**config.mk**
```make
export PLATFORM = sky130hd
export DESIGN_NAME = fibonacci_mod_pisano_core_flat
export DESIGN_NICKNAME = d
export VERILOG_FILES = /design/src/sv/fmp_pkg.sv /design/src/sv/fmp_if.sv /design/src/sv/fibonacci_mod_pisano_core.sv /design/src/flat_wrapper.sv
export SDC_FILE = /design/constraint.sdc
export NUM_CORES = 1
export LEC_CHECK = 0
export BUFFER_PORTS_ARGS = -buffer_cell sky130_fd_sc_hd__buf_2
export CORE_MARGIN = 2
export CORE_UTILIZATION = 51
export CTS_BUF_LIST = sky130_fd_sc_hd__clkbuf_8 sky130_fd_sc_hd__clkbuf_16
export CTS_CLUSTER_SIZE = 40
export DETAILED_ROUTE_END_ITERATION = 10
export PLACE_DENSITY = 0.8
export RECOVER_POWER = 25
export SYNTH_ARGS = -nofsm -noshare
export SYNTH_HDL_FRONTEND = slang
export SYNTH_SLANG_ARGS = --single-unit
```
**constraint.sdc**
```tcl
create_clock -name i_clk -period 6.9 [get_ports i_clk]
set_clock_uncertainty 0.2 [all_clocks]
set_input_delay 1.38 -clock i_clk [delete_from_list [all_inputs] [get_ports i_clk]]
set_output_delay 1.38 -clock i_clk [all_outputs]
set_load 0.01 [all_outputs]
```
**src/sv/fmp_pkg.sv**
```systemverilog
// Package for the Fibonacci-remainder core: microcode word types, program
// counter codes and the control store. No dependencies.
package fmp_pkg;

    // Program counter of the sequencer, one code per control-store entry.
    typedef enum logic [2:0] {
        U_IDLE   = 3'd0,
        U_CHECK  = 3'd1,
        U_SEARCH = 3'd2,
        U_DINIT  = 3'd3,
        U_DIV    = 3'd4,
        U_WALK   = 3'd5,
        U_OUTPUT = 3'd6
    } t_upc;

    // Datapath action selected by a control word.
    typedef enum logic [2:0] {
        A_NONE,
        A_LOAD,
        A_FIB_STEP,
        A_DIV_INIT,
        A_DIV_STEP,
        A_WALK_STEP
    } t_action;

    // Condition tested by a control word.
    typedef enum logic [2:0] {
        C_NEVER,
        C_IN_VALID,
        C_MOD_ZERO,
        C_PERIOD_FOUND,
        C_CNT_ZERO,
        C_REM_ZERO,
        C_OUT_READY
    } t_cond;

    // Sequencing mode.
    //   M_NEXT: perform the action, go to target if the condition holds, else fall through.
    //   M_LOOP: go to target if the condition holds, else perform the action and stay.
    //   M_WAIT: if the condition holds perform the action and go to target, else stay.
    typedef enum logic [1:0] {
        M_NEXT,
        M_LOOP,
        M_WAIT
    } t_mode;

    typedef struct packed {
        logic    in_rdy;
        logic    out_vld;
        t_action action;
        t_cond   cond;
        t_mode   mode;
        t_upc    target;
    } t_uword;

    // Control store.
    function automatic t_uword ucode_rom(input t_upc pc);
        t_uword w;
        w = '{in_rdy: 1'b0, out_vld: 1'b0, action: A_NONE, cond: C_NEVER,
              mode: M_NEXT, target: U_IDLE};
        unique case (pc)
            U_IDLE: begin
                w = '{1'b1, 1'b0, A_LOAD, C_IN_VALID, M_WAIT, U_CHECK};
            end
            U_CHECK: begin
                w = '{1'b0, 1'b0, A_NONE, C_MOD_ZERO, M_NEXT, U_OUTPUT};
            end
            U_SEARCH: begin
                w = '{1'b0, 1'b0, A_FIB_STEP, C_PERIOD_FOUND, M_LOOP, U_DINIT};
            end
            U_DINIT: begin
                w = '{1'b0, 1'b0, A_DIV_INIT, C_NEVER, M_NEXT, U_DIV};
            end
            U_DIV: begin
                w = '{1'b0, 1'b0, A_DIV_STEP, C_CNT_ZERO, M_LOOP, U_WALK};
            end
            U_WALK: begin
                w = '{1'b0, 1'b0, A_WALK_STEP, C_REM_ZERO, M_LOOP, U_OUTPUT};
            end
            U_OUTPUT: begin
                w = '{1'b0, 1'b1, A_NONE, C_OUT_READY, M_WAIT, U_IDLE};
            end
            default: begin
                w = '{1'b0, 1'b0, A_NONE, C_NEVER, M_NEXT, U_IDLE};
            end
        endcase
        return w;
    endfunction

endpackage

```
**src/sv/fmp_if.sv**
```systemverilog
// Handshake channels of the Fibonacci-remainder core: the request channel
// and the result channel. No dependencies.
interface fmp_in_if #(
    parameter int MOD_BITS   = 16,
    parameter int INDEX_BITS = 63
);
    logic                  valid;
    logic                  ready;
    logic [INDEX_BITS-1:0] fib_index;
    logic [MOD_BITS-1:0]   modulus;

    modport source (output valid, output fib_index, output modulus, input ready);
    modport sink   (input valid, input fib_index, input modulus, output ready);
endinterface

interface fmp_out_if #(
    parameter int MOD_BITS = 16
);
    logic                valid;
    logic                ready;
    logic [MOD_BITS-1:0] remainder;
    logic                error;

    modport source (output valid, output remainder, output error, input ready);
    modport sink   (input valid, input remainder, input error, output ready);
endinterface

```
**src/sv/fibonacci_mod_pisano_core.sv**
```systemverilog
// Top level of the Fibonacci-remainder core: microcoded sequencer and datapath.
// Depends on fmp_pkg and the channel interfaces in fmp_if.sv.
//
// The core takes one request beat (fib_index n, modulus m) and returns one
// result beat holding F(n) mod m, with F(0)=0 and F(1)=1. A zero modulus sets
// error and returns a remainder of zero. Work is done one request at a time
// by a small program in a control store that drives one shared mod-m adder,
// a bit-serial restoring divider and a few counters. For a nonzero modulus a
// request passes through the zero check, the period search for p, the Pisano
// period of m (at most 6m), the divider setup, the reduction of n modulo p,
// the final walk of (n mod p) Fibonacci steps and the result beat. The period
// search and the final walk take one Fibonacci step per cycle through the
// shared adder, and the reduction of n takes one index bit per cycle. A zero
// modulus goes from the zero check straight to the result beat. A new request
// is taken once the result beat has been accepted by the sink.
module fibonacci_mod_pisano_core
    import fmp_pkg::*;
#(
    parameter int MOD_BITS   = 16,
    parameter int INDEX_BITS = 63
) (
    input  logic      i_clk,
    input  logic      i_rst_n,
    fmp_in_if.sink    i_item,
    fmp_out_if.source o_result
);

    // The period is at most 6m, which fits in three bits more than m.
    localparam int PW = MOD_BITS + 3;
    localparam int CW = $clog2(INDEX_BITS + 1);

    t_upc                  r_pc;
    t_upc                  n_pc;
    t_uword                uw;
    logic                  cond_true;
    logic                  do_act;

    logic [INDEX_BITS-1:0] r_n;
    logic [MOD_BITS-1:0]   r_m;
    logic [MOD_BITS-1:0]   r_a;
    logic [MOD_BITS-1:0]   r_b;
    logic                  r_start_b;
    logic [PW-1:0]         r_steps;
    logic [PW-1:0]         r_cap;
    logic [PW-1:0]         r_rem;
    logic [CW-1:0]         r_cnt;

    logic [MOD_BITS:0]     fib_sum;
    logic [MOD_BITS-1:0]   fib_next;
    logic [PW:0]           div_trial;
    logic [PW-1:0]         div_next;
    logic [MOD_BITS-1:0]   start_b_word;
    logic                  period_found;

    assign uw = ucode_rom(r_pc);

    // Shared mod-m adder: both operands are below m, so one subtract suffices.
    always_comb begin
        fib_sum = {1'b0, r_a} + {1'b0, r_b};
        if (fib_sum >= {1'b0, r_m}) begin
            fib_next = MOD_BITS'(fib_sum - {1'b0, r_m});
        end else begin
            fib_next = MOD_BITS'(fib_sum);
        end
    end

    // One restoring division step of n by the period, most significant bit first.
    always_comb begin
        div_trial = {r_rem, r_n[INDEX_BITS-1]};
        if (div_trial >= {1'b0, r_steps}) begin
            div_next = PW'(div_trial - {1'b0, r_steps});
        end else begin
            div_next = PW'(div_trial);
        end
    end

    assign start_b_word = {{(MOD_BITS-1){1'b0}}, r_start_b};

    // The pair has come back to its start, or the search hit its step bound.
    assign period_found = (r_steps >= r_cap)
                       || ((r_steps != '0) && (r_a == '0) && (r_b == start_b_word));

    always_comb begin
        unique case (uw.cond)
            C_NEVER:        cond_true = 1'b0;
            C_IN_VALID:     cond_true = i_item.valid;
            C_MOD_ZERO:     cond_true = (r_m == '0);
            C_PERIOD_FOUND: cond_true = period_found;
            C_CNT_ZERO:     cond_true = (r_cnt == '0);
            C_REM_ZERO:     cond_true = (r_rem == '0);
            C_OUT_READY:    cond_true = o_result.ready;
            default:        cond_true = 1'b0;
        endcase
    end

    // Sequencer next state.
    always_comb begin
        unique case (uw.mode)
            M_NEXT:  n_pc = cond_true ? uw.target : t_upc'(r_pc + 3'd1);
            M_LOOP:  n_pc = cond_true ? uw.target : r_pc;
            M_WAIT:  n_pc = cond_true ? uw.target : r_pc;
            default: n_pc = U_IDLE;
        endcase
    end

    // Sequencer outputs.
    always_comb begin
        unique case (uw.mode)
            M_NEXT:  do_act = 1'b1;
            M_LOOP:  do_act = !cond_true;
            M_WAIT:  do_act = cond_true;
            default: do_act = 1'b0;
        endcase
    end

    assign i_item.ready       = uw.in_rdy;
    assign o_result.valid     = uw.out_vld;
    assign o_result.error     = (r_m == '0);
    assign o_result.remainder = (r_m == '0) ? '0 : r_a;

    always_ff @(posedge i_clk) begin
        if (!i_rst_n) begin
            r_pc <= U_IDLE;
        end else begin
            r_pc <= n_pc;
        end
    end

    always_ff @(posedge i_clk) begin
        if (do_act) begin
            unique case (uw.action)
                A_NONE: begin
                end
                A_LOAD: begin
                    r_n       <= i_item.fib_index;
                    r_m       <= i_item.modulus;
                    r_start_b <= (i_item.modulus != MOD_BITS'(1));
                    r_a       <= '0;
                    r_b       <= {{(MOD_BITS-1){1'b0}}, (i_item.modulus != MOD_BITS'(1))};
                    r_steps   <= '0;
                    r_cap     <= {1'b0, i_item.modulus, 2'b00}
                               + {2'b00, i_item.modulus, 1'b0};
                end
                A_FIB_STEP: begin
                    r_a     <= r_b;
                    r_b     <= fib_next;
                    r_steps <= r_steps + PW'(1);
                end
                A_DIV_INIT: begin
                    r_rem <= '0;
                    r_cnt <= CW'(INDEX_BITS);
                    r_a   <= '0;
                    r_b   <= start_b_word;
                end
                A_DIV_STEP: begin
                    r_rem <= div_next;
                    r_n   <= {r_n[INDEX_BITS-2:0], 1'b0};
                    r_cnt <= r_cnt - CW'(1);
                end
                A_WALK_STEP: begin
                    r_a   <= r_b;
                    r_b   <= fib_next;
                    r_rem <= r_rem - PW'(1);
                end
                default: begin
                end
            endcase
        end
    end

    // A result without error always lies below the modulus.
    a_rem_below_mod: assert property (@(posedge i_clk) disable iff (!i_rst_n)
        (o_result.valid && !o_result.error) |-> (o_result.remainder < r_m))
        else $error("remainder not reduced below modulus");

    // An accepted request always moves the sequencer to the zero-modulus check.
    a_accept_to_check: assert property (@(posedge i_clk) disable iff (!i_rst_n)
        (i_item.valid && i_item.ready) |=> (r_pc == U_CHECK))
        else $error("sequencer did not start after accepting a request");

    // The period search never runs past its step bound.
    a_search_bound: assert property (@(posedge i_clk) disable iff (!i_rst_n)
        (r_pc == U_SEARCH) |-> (r_steps <= r_cap))
        else $error("period search ran past its bound");

    // The walk length is the reduced index, so it stays below the period.
    a_walk_reduced: assert property (@(posedge i_clk) disable iff (!i_rst_n)
        (r_pc == U_WALK) |-> (r_rem < r_steps))
        else $error("reduced index not below the period");

endmodule
```
**src/flat_wrapper.sv**
```systemverilog
// flat-port wrapper written by rule: the top's interface ports become plain ports
module fibonacci_mod_pisano_core_flat import fmp_pkg::*;
#(
    parameter int MOD_BITS   = 16,
    parameter int INDEX_BITS = 63
)
  (i_clk, i_rst_n, i_item_valid, i_item_fib_index, i_item_modulus, i_item_ready, o_result_valid, o_result_remainder, o_result_error, o_result_ready);
  fmp_in_if #(.MOD_BITS(MOD_BITS), .INDEX_BITS(INDEX_BITS)) i_item_i ();
  fmp_out_if #(.MOD_BITS(MOD_BITS)) o_result_i ();
  input  logic i_clk;
  input  logic i_rst_n;
  input wire logic [$bits(i_item_i.valid)-1:0] i_item_valid;
  input wire logic [$bits(i_item_i.fib_index)-1:0] i_item_fib_index;
  input wire logic [$bits(i_item_i.modulus)-1:0] i_item_modulus;
  output wire logic [$bits(i_item_i.ready)-1:0] i_item_ready;
  output wire logic [$bits(o_result_i.valid)-1:0] o_result_valid;
  output wire logic [$bits(o_result_i.remainder)-1:0] o_result_remainder;
  output wire logic [$bits(o_result_i.error)-1:0] o_result_error;
  input wire logic [$bits(o_result_i.ready)-1:0] o_result_ready;
  assign i_item_i.valid = i_item_valid;
  assign i_item_i.fib_index = i_item_fib_index;
  assign i_item_i.modulus = i_item_modulus;
  assign i_item_ready = i_item_i.ready;
  assign o_result_valid = o_result_i.valid;
  assign o_result_remainder = o_result_i.remainder;
  assign o_result_error = o_result_i.error;
  assign o_result_i.ready = o_result_ready;
  fibonacci_mod_pisano_core #(.MOD_BITS(MOD_BITS), .INDEX_BITS(INDEX_BITS)) u_core (.i_clk(i_clk), .i_rst_n(i_rst_n), .i_item(i_item_i), .o_result(o_result_i));
endmodule
```
==> impl_metrics.json <==
{
  "outcome": "finished, violations left",
  "violations": "max-capacitance violations, max-slew violations",
  "busiest_layer": "met2",
  "yosys.area.top_type": "edfxtp_1",
  "final.setup.tns_ns": 0,
  "cts_tree": "yes",
  "synth_cells": 1279,
  "reg2reg_slack_ns": 2.03,
  "final_hold_viol_count": 0,
  "core_um2": 23400,
  "initial_utilization_pct": 51.68,
  "cts.sinks": 176,
  "relSlewSlack_pct": -94.28,
  "dieArea_um2": 24960,
  "cp.arrival_ns": 4.71,
  "cts_hold_buf": 0,
  "grt_pass1_wl_um": 44060,
  "ys.flop_type": "edfxtp_1",
  "die_x_um": 158.0,
  "ctsResizeCount": 0,
  "hold_class": "reg2reg",
  "synth_area_per_cell_um2": 9.456,
  "period_share_pct": 70.57,
  "most-common-layout-cells": "nand2_1, edfxtp_1, ha_1, inv_1, nor2_1",
  "cts.path.max_buffers": 2,
  "ff2ff_path_depth": 5,
  "gp_congestion": 0.9137,
  "met2_usage_pct": 36.02,
  "synth_top_area_share_pct": 42.95,
  "finalMaxSlewViolations": 72,
  "start_kind": "register",
  "wirelength_um": 26720,
  "clk_latency_ns": 0.44,
  "stdcell_area_um2": 13500,
  "htree_num_levels": 4,
  "cts-root-buf": "clkbuf_16",
  "whs_path_depth": 2,
  "area_growth_syn_to_layout_pct": 11.59,
  "cp_max_fo": 71,
  "io_pins": 102,
  "rows": 56,
  "wire_per_inst_um": 15.73,
  "ys_ff_latch": 176,
  "synth_area_leaders": "edfxtp_1, ha_1, nand2_1",
  "grt_start_max_net_pins": 80,
  "yosysUniqueCellTypes": 69,
  "synth.cell_area_um2": 12090,
  "grt_util_met3_pct": 3.778,
  "cap_violations": 1,
  "crit_start": "u_core.r_pc[2]$_SDFFE_PN0P_",
  "timing_worst_setup_path_type": "reg2reg",
  "grt_use_total_pct": 22.10,
  "ys_warn_count": 0,
  "nets": 1562,
  "first_pass_iters": 5,
  "holdPathEnd": "u_core.r_n[21]$_DFFE_PP_",
  "dr.first_iter.drc_count": 752,
  "dpl-instance-area_um2": 12920,
  "viasPerCell": 5.597,
  "vias": 9510,
  "max_freq_ghz": 0.2054,
  "port_buffers": 101,
  "end_kind": "register",
  "synth-async-reset-ratio_pct": 0,
  "cts.reportedPaths.clkPinSlew_ns": 0.08,
  "antenna_found_initial": 0,
  "grtUsageMet1_pct": 30.13,
  "drc_errors": 0,
  "dpl.cell_count": 1667,
  "n_antenna_cell": 0,
  "dieHeight_um": 158.0,
  "dp_hpwl_um": 19400,
  "synth_fp_nets": 1474,
  "grt_pass1_vias": 9122,
  "min_period_ns": 4.870,
  "grt-ovfl-total": 0,
  "post_cts_buffers": 0,
  "synth_edf_count": 173,
  "timing.rr.start": "u_core.r_pc[2]$_SDFFE_PN0P_",
  "drtAntennaViolNets": 0,
  "critPathRequiredTime_ns": 6.74,
  "setup_viol_count_final": 0,
  "final_cells": 1699,
  "ys_seq_area_share_pct": 43.45,
  "rsz0062_at_grt": "no",
  "cts_made_buffers": 17,
  "final_common_cell": "nand2_1",
  "hp-start": "u_core.r_n[20]$_DFFE_PP_",
  "drive_gt1_share_pct": 10.65,
  "rr_endpoint": "u_core.r_cnt[5]$_SDFFCE_PN1P_",
  "tightest_slew_ns": 2.914
}
[how the worst max path moves through the flow]
| stage | end | slack [ns] | cells past startpoint |
|---|---|---|---|
| 2_1_floorplan | u_core.r_cap[10]$_DFFE_PP_ | 0.55 | 6 |
| 3_3_place_gp | u_core.r_b[0]$_DFFE_PP_ | 2.42 | 17 |
| 3_5_place_dp | u_core.r_b[15]$_DFFE_PP_ | 2.30 | 16 |
| 4_1_cts | u_core.r_b[0]$_DFFE_PP_ | 2.29 | 20 |
| 5_1_grt | u_core.r_cnt[5]$_SDFFCE_PN1P_ | 1.49 | 5 |
| 6_report | u_core.r_cnt[5]$_SDFFCE_PN1P_ | 2.03 | 5 |
[registers in the layout, summed over array words and instances, names as in the netlist]
signal and flops:
u_core.r_a 16, u_core.r_pc 3, u_core.r_start_b 1, u_core.r_cnt 6, u_core.r_steps 19, u_core.r_b 16, u_core.r_rem 19, u_core.r_cap 17
u_core.r_n 63, u_core.r_m 16
[area by class of cell]
cell class / instances / area, um2
tap: 319 / 399.1
clock buffer: 17 / 425.4
inverter: 99 / 371.6
multi-input combinational: 964 / 6320
sequential: 176 / 5255
fill: 2055 / 9907
timing repair buffer: 109 / 541.8
clock inverter: 15 / 182.7
[synthesized netlist by cell type, types with 16 or more instances]
| master | number |
|---|---|
| clkbuf_1 | 32 |
| xor2_1 | 24 |
| a21oi_1 | 50 |
| nand3_1 | 26 |
| nor2_1 | 94 |
| xnor2_1 | 63 |
| and2_1 | 37 |
| a21o_1 | 24 |
| o22ai_1 | 16 |
| nand2_1 | 240 |
| edfxtp_1 | 173 |
| mux2i_1 | 27 |
| ha_1 | 108 |
| inv_1 | 99 |
| nor3_1 | 39 |
| o21ai_0 | 39 |
[kinds of logic (layout without fill, tap and decap cells)]
kind of cell	after synthesis	in the layout	synth area share (%)
and+or+nand+nor	529	529	20.18
AOI/OAI and AO/OA	208	208	11.36
DFF	176	176	43.45
buffers and inverters	139	240	4.511
adders and majority gates	112	112	11.84
xor gates and xnor gates	87	87	6.300
muxes	28	28	2.359
[worst max-delay path, cell delays in order (launching register included)]
cell      delay (ns)
dfxtp_1         0.80
inv_1           0.24
ha_1            0.44
nor4b_1         0.34
clkbuf_1        2.09
o21ai_0         0.35
[layer usage]
layer	routed length, um	share of wire, %
met5	0	0
met3	1631	6.1
met1	11910	45
met2	12650	47
met4	533	2.0
[metrics by stage]
step	hold WS, ns	setup WS, ns	util (%)
2_1_floorplan	0.2836	0.5451	-
3_3_place_gp	0.2897	2.416	55.20
3_5_place_dp	0.2958	2.303	55.20
4_1_cts	0.3054	2.291	57.80
5_1_grt	0.3348	1.492	57.67
6_report	0.3065	2.030	57.67
Power is not shown: default switching activity piles up to over one toggle a cycle in this logic, so the estimate is an artifact.
